==> src/hw/rtl/pbhq_pkg.sv <==
`default_nettype none

package pbhq_pkg;

  localparam int unsigned MaxBoxes = 64;
  localparam int unsigned SlotW    = 6;
  localparam int unsigned CountW   = 7;
  localparam int unsigned CoordW   = 32;
  localparam int unsigned MoverW   = 16;
  localparam int unsigned TagW     = 8;
  localparam int unsigned KindW    = 2;

  typedef enum logic [1:0] {
    ActQuery = 2'd0,
    ActMin   = 2'd1,
    ActMax   = 2'd2,
    ActTags  = 2'd3
  } action_e;

  typedef enum logic [KindW-1:0] {
    HitNone   = 2'd0,
    HitStatic = 2'd1,
    HitRobot  = 2'd2
  } hit_kind_e;

  typedef enum logic [2:0] {
    StIdle = 3'b001,
    StScan = 3'b010,
    StDone = 3'b100
  } back_state_e;

  typedef struct packed {
    logic [1:0]              action;
    logic [SlotW-1:0]        slot;
    logic signed [CoordW-1:0] px;
    logic signed [CoordW-1:0] py;
    logic signed [CoordW-1:0] pz;
    logic [MoverW-1:0]       mover_id;
    logic                    has_robot;
    logic [TagW-1:0]         robot_tag;
    logic                    has_nuke;
  } req_t;

  typedef struct packed {
    logic [KindW-1:0] hit_kind;
    logic [TagW-1:0]  hit_robot;
    logic             nuke_hit;
  } rsp_t;

  typedef struct packed {
    logic signed [CoordW-1:0] x;
    logic signed [CoordW-1:0] y;
    logic signed [CoordW-1:0] z;
  } corner_t;

  typedef struct packed {
    logic [MoverW-1:0] owner;
    logic              has_robot;
    logic [TagW-1:0]   robot_tag;
    logic              has_nuke;
  } box_tags_t;

  typedef struct packed {
    action_e           op;
    logic [SlotW-1:0]  slot;
    corner_t           point;
    logic [MoverW-1:0] mover_id;
    box_tags_t         tags;
  } cmd_t;

endpackage

`default_nettype wire

==> src/hw/rtl/pbhq_front.sv <==
`default_nettype none

module pbhq_front (
  input  wire logic             clk_i,
  input  wire logic             rst_ni,
  input  wire logic             push,
  output logic                  full,
  input  wire pbhq_pkg::req_t   req_i,
  output logic                  cmd_valid_o,
  output pbhq_pkg::cmd_t        cmd_o,
  input  wire logic             cmd_pop_i
);

  pbhq_pkg::cmd_t buf_q [2];
  pbhq_pkg::cmd_t cmd_in;
  logic           wr_ptr_q, wr_ptr_d;
  logic           rd_ptr_q, rd_ptr_d;
  logic [1:0]     cnt_q, cnt_d;
  logic           do_push, do_pop;

  always_comb begin
    cmd_in.op              = pbhq_pkg::action_e'(req_i.action);
    cmd_in.slot            = req_i.slot;
    cmd_in.point.x         = req_i.px;
    cmd_in.point.y         = req_i.py;
    cmd_in.point.z         = req_i.pz;
    cmd_in.mover_id        = req_i.mover_id;
    cmd_in.tags.owner      = req_i.mover_id;
    cmd_in.tags.has_robot  = req_i.has_robot;
    cmd_in.tags.robot_tag  = req_i.robot_tag;
    cmd_in.tags.has_nuke   = req_i.has_nuke;
  end

  assign full        = (cnt_q == 2'd2);
  assign cmd_valid_o = (cnt_q != 2'd0);
  assign cmd_o       = buf_q[rd_ptr_q];
  assign do_push     = push & ~full;
  assign do_pop      = cmd_pop_i & cmd_valid_o;

  always_comb begin
    wr_ptr_d = wr_ptr_q ^ do_push;
    rd_ptr_d = rd_ptr_q ^ do_pop;
    cnt_d    = cnt_q;
    if (do_push && !do_pop) begin
      cnt_d = cnt_q + 2'd1;
    end else if (!do_push && do_pop) begin
      cnt_d = cnt_q - 2'd1;
    end
  end

  always_ff @(posedge clk_i) begin
    if (do_push) begin
      buf_q[wr_ptr_q] <= cmd_in;
    end
  end

  always_ff @(posedge clk_i or negedge rst_ni) begin
    if (!rst_ni) begin
      wr_ptr_q <= 1'b0;
      rd_ptr_q <= 1'b0;
      cnt_q    <= 2'd0;
    end else begin
      wr_ptr_q <= wr_ptr_d;
      rd_ptr_q <= rd_ptr_d;
      cnt_q    <= cnt_d;
    end
  end

endmodule

`default_nettype wire

==> config.mk <==
export PLATFORM = sky130hd
export DESIGN_NAME = pbhq_front
export DESIGN_NICKNAME = d
export VERILOG_FILES = /design/src/hw/rtl/pbhq_pkg.sv /design/src/hw/rtl/pbhq_front.sv
export SDC_FILE = /design/constraint.sdc
export NUM_CORES = 1
export LEC_CHECK = 0
export BUFFER_PORTS_ARGS = -buffer_cell sky130_fd_sc_hd__buf_2
export CORE_MARGIN = 3
export CORE_UTILIZATION = 45
export CTS_CLUSTER_DIAMETER = 40
export DETAILED_ROUTE_END_ITERATION = 12
export PLACE_DENSITY = 0.7
export SYNTH_ARGS = -nofsm -noshare
export SYNTH_HDL_FRONTEND = slang
export SYNTH_SLANG_ARGS = --single-unit
==> constraint.sdc <==
create_clock -name clk_i -period 5.8 [get_ports clk_i]
set_input_delay 0.58 -clock clk_i [delete_from_list [all_inputs] [get_ports clk_i]]
set_output_delay 0.58 -clock clk_i [all_outputs]
set_load 0.005 [all_outputs]
==> key figures <==
Status
  • Status: completed

Clock tree
  • Clock transition at path regs: 0.06 ns
  • Clk buf depth: 3
  • CTS root buffer: clkbuf_16
  • Clock sinks: 264
  • CTS tree: built
  • H-tree levels: 2
  • Insertion delay to the later sink of the worst-skew pair: 0.49 ns
  • TritonCTS buffer count: 34
  • CTS resizes: 0

Cells and area
  • Ant diodes: 0
  • Cell Count, Final, Fillers Out: between 1000 and 1500
  • # nets final: 868
  • Fillers: between 1500 and 2000
  • Area delta synth->final: 27.1%
  • Layout cell share with drive strength beyond 1: roughly 62%

Worst hold path
  • Hold Startpoint: req_i[33]
  • End of the worst hold path: buf_q[0][49]
  • WHS Path Cells: 1
  • Min-delay worst type: in2reg

Place
  • HPWL Detailed: between 10 and 15 mm
  • Buffers added on ports: 281
  • DP Cell Count: 974
  • RD Place Congestion: 0.754
  • Setup WS pre-CTS: approximately 3 ns

Setup path
  • Crit-path slowest cell: dfrtp_4
  • Reg2Reg Depth: 4
  • Crit-path max cell delay: 1.00 ns
  • Delay-heaviest family, CP: flip-flops
  • FF-to-FF Start: cnt_q[1]
  • R2R Setup Slk: around 3.2 ns
  • Worst-path maximum fanout: between 80 and 90
  • Buf+Inv Stages, Crit Path: 2
  • Critical path class: reg2out
  • CP startpoint kind: register
  • CP Capture Type: primary output
  • FF-to-FF End: buf_q[1][97]
  • Critical path arrival: about 2.7 ns
  • Worst path required time: 5.22 ns
  • Crit path depth: 3
  • CP cell instances: buf_12 -> mux2_2 -> buf_2

Floorplanning
  • Ports: 282
  • Chip height: about 160 um
  • Core Region: between 0.02 and 0.025 sq mm
  • Placement row count: 54
  • Total die area: roughly 0.024 sq mm
  • Initial Util: 46.1%
  • Chip width: 156 um

Power and ir drop
  • Pwr dens: 522 mW/mm^2
  • Maximum VDD drop: around 0.00031 V
  • Leakage: 5.12 nW

STA
  • Final Max Slew Viols: 0
  • Tcrit/Tclk final: 56.8%
  • Post-route minimum period: approximately 3.3 ns
  • Clk_skew: 0.00953 ns
  • Slew HR: between 30% and 40%
  • Final setup margin: approximately 2.5 ns
  • RSZ-0062 raised after global routing: no
  • Final Hold Violating Endpoints: 0
  • Max frequency: 303 MHz
  • Tightest Pin Transition: 0.922 ns
  • TNS Setup: 0 ns
  • Final setup vio count: 0

Yosys
  • Mapped Area: between 0.01 and 0.015 sq mm
  • Yosys top cell by area: edfxtp_1
  • Netlist cell types: 16
  • Syn_nets: between 500 and 600
  • Post-synthesis sequential area ratio: between 70 and 80%
  • Synth area leaders: edfxtp_1 (77%), mux2_4 (13%), mux2_2 (4.5%)
  • Top cell type's share of synthesized area: about 77%
  • Gate Count Post-Synth: 439
  • Yosys reg bits: 264
  • Synth warn: 0
  • Syn Area/Cell: 23.0 sq um

Drt
  • Per-cell routed wire length: 18.5 um
  • Via density: 4.84
  • WL final: 19.2 mm
  • Detailed Routing Iterations Pass 1: 4
  • DR vias: 5015
  • # DRC: 0
  • Final antenna-violating net count: 0
  • Initial drt markers: 160

Global routing
  • Global-route wire length before repair: ~29 mm
  • Gr usage total: 15.2%
  • Total grt overflow: 0
  • Initial antenna violation count: 1
  • Largest net degree at the start of global routing: 82
  • Vias in the first global route: 5313

Run
  • Maxcap violations: 0
[kinds of logic (layout without fill, tap and decap cells)]
logic type | count (synthesis) | count (layout) | synth area share [%]
AND/OR/NAND/NOR | 5 | 5 | 0.261
adder cells (fa/ha/maj) | 3 | 3 | 0.372
flip-flops | 264 | 264 | 78.4
XOR/XNOR | 4 | 4 | 0.348
buffers and inverters | 33 | 350 | 2.73
multiplexers | 130 | 130 | 17.9
[layer usage]
layer  up-vias  GRT usage [%]  wire (um)
met1      2458           18.1       7260
met4         2           4.21        320
met2       222           26.2       9800
met5         -              0          7
li1       2303              -          -
met3        30           5.33       1780
[layout make-up]
| cell class | instances | area (sq um) | area share [%] |
|---|---|---|---|
| clock inverters | 19 | 206 | 1.61 |
| well taps | 280 | 350 | 2.73 |
| repair buffers | 287 | 1470 | 11.4 |
| flip-flops and latches | 264 | 7910 | 61.7 |
| multi-input cells | 142 | 1930 | 15.0 |
| inverters | 2 | 7.51 | 0.0586 |
| clock buffers | 42 | 945 | 7.37 |
[through the flow]
| stage | instance area [sq um] | total power [mW] | hold WS (ns) | utilization, % |
|---|---|---|---|---|
| final | 12800 | 6.68 | 0.275 | 58.5 |
| after global routing | 12800 | 7.02 | 0.254 | 58.5 |
| after floorplan | 10100 | 4.10 | 0.284 | - |
| after CTS | 12800 | 6.81 | 0.250 | 58.5 |
| after detailed placement | 11700 | 4.71 | 0.404 | 53.2 |
| after global placement | 11700 | 4.65 | 0.393 | 53.2 |
[power by group]
part / leakage, nW / switching (mW) / total [mW] / internal, mW
registers: 2.46 / 0.193 / 2.81 / 2.61
logic: 2.09 / 0.818 / 1.81 / 0.993
clock network: 0.563 / 0.760 / 2.07 / 1.31
total: 5.12 / 1.77 / 6.68 / 4.91
[worst max-delay path by stage]
stage,to,startpoint
final,cmd_o[131],rd_ptr_q
after global routing,cmd_o[85],rd_ptr_q
after CTS,cmd_o[85],rd_ptr_q
after detailed placement,cmd_o[131],rd_ptr_q
after global placement,cmd_o[134],rd_ptr_q
after floorplan,buf_q[1][0],push
[worst reg2reg max path, stage by stage (launching register included)]
cell and delay (ns):
dfrtp_1 0.40, nor2b_1 0.16, nor2b_1 0.41, ha_4 0.45, buf_4 0.74
[registers in the layout, summed over array words and instances (netlist names)]
name / flops
cnt_q: 2
wr_ptr_q: 1
buf_q: 260
rd_ptr_q: 1
[synth_stat cells]
cell type	number
buf_8	1
edfxtp_1	260
dfrtp_1	4
buf_6	10
buf_2	4
xor2_1	2
nor2_1	1
inv_1	2
mux2_4	90
buf_4	16
xnor2_1	2
nand2_1	1
ha_1	3
or2_2	1
nor2b_1	2
mux2_2	40
[placed cells by master (no fill, tap or decap), types with 2 or more instances in the layout]
master / instances
dfrtp_1: 3
buf_4: 4
inv_6: 2
inv_8: 2
clkbuf_16: 37
xor2_1: 2
clkinv_4: 2
mux2_2: 40
clkinv_1: 4
nor2b_1: 2
clkbuf_1: 5
xnor2_1: 2
edfxtp_1: 260
mux2_4: 90
buf_2: 281
inv_1: 2
clkinv_2: 4
bufinv_16: 3
ha_4: 2
[repair_timing]
action	CTS	global route
setup buffers	0	0
hold buffers	1	0
hold endpoints to repair	4	0
No activity file was read; power rests on OpenSTA's default activity.
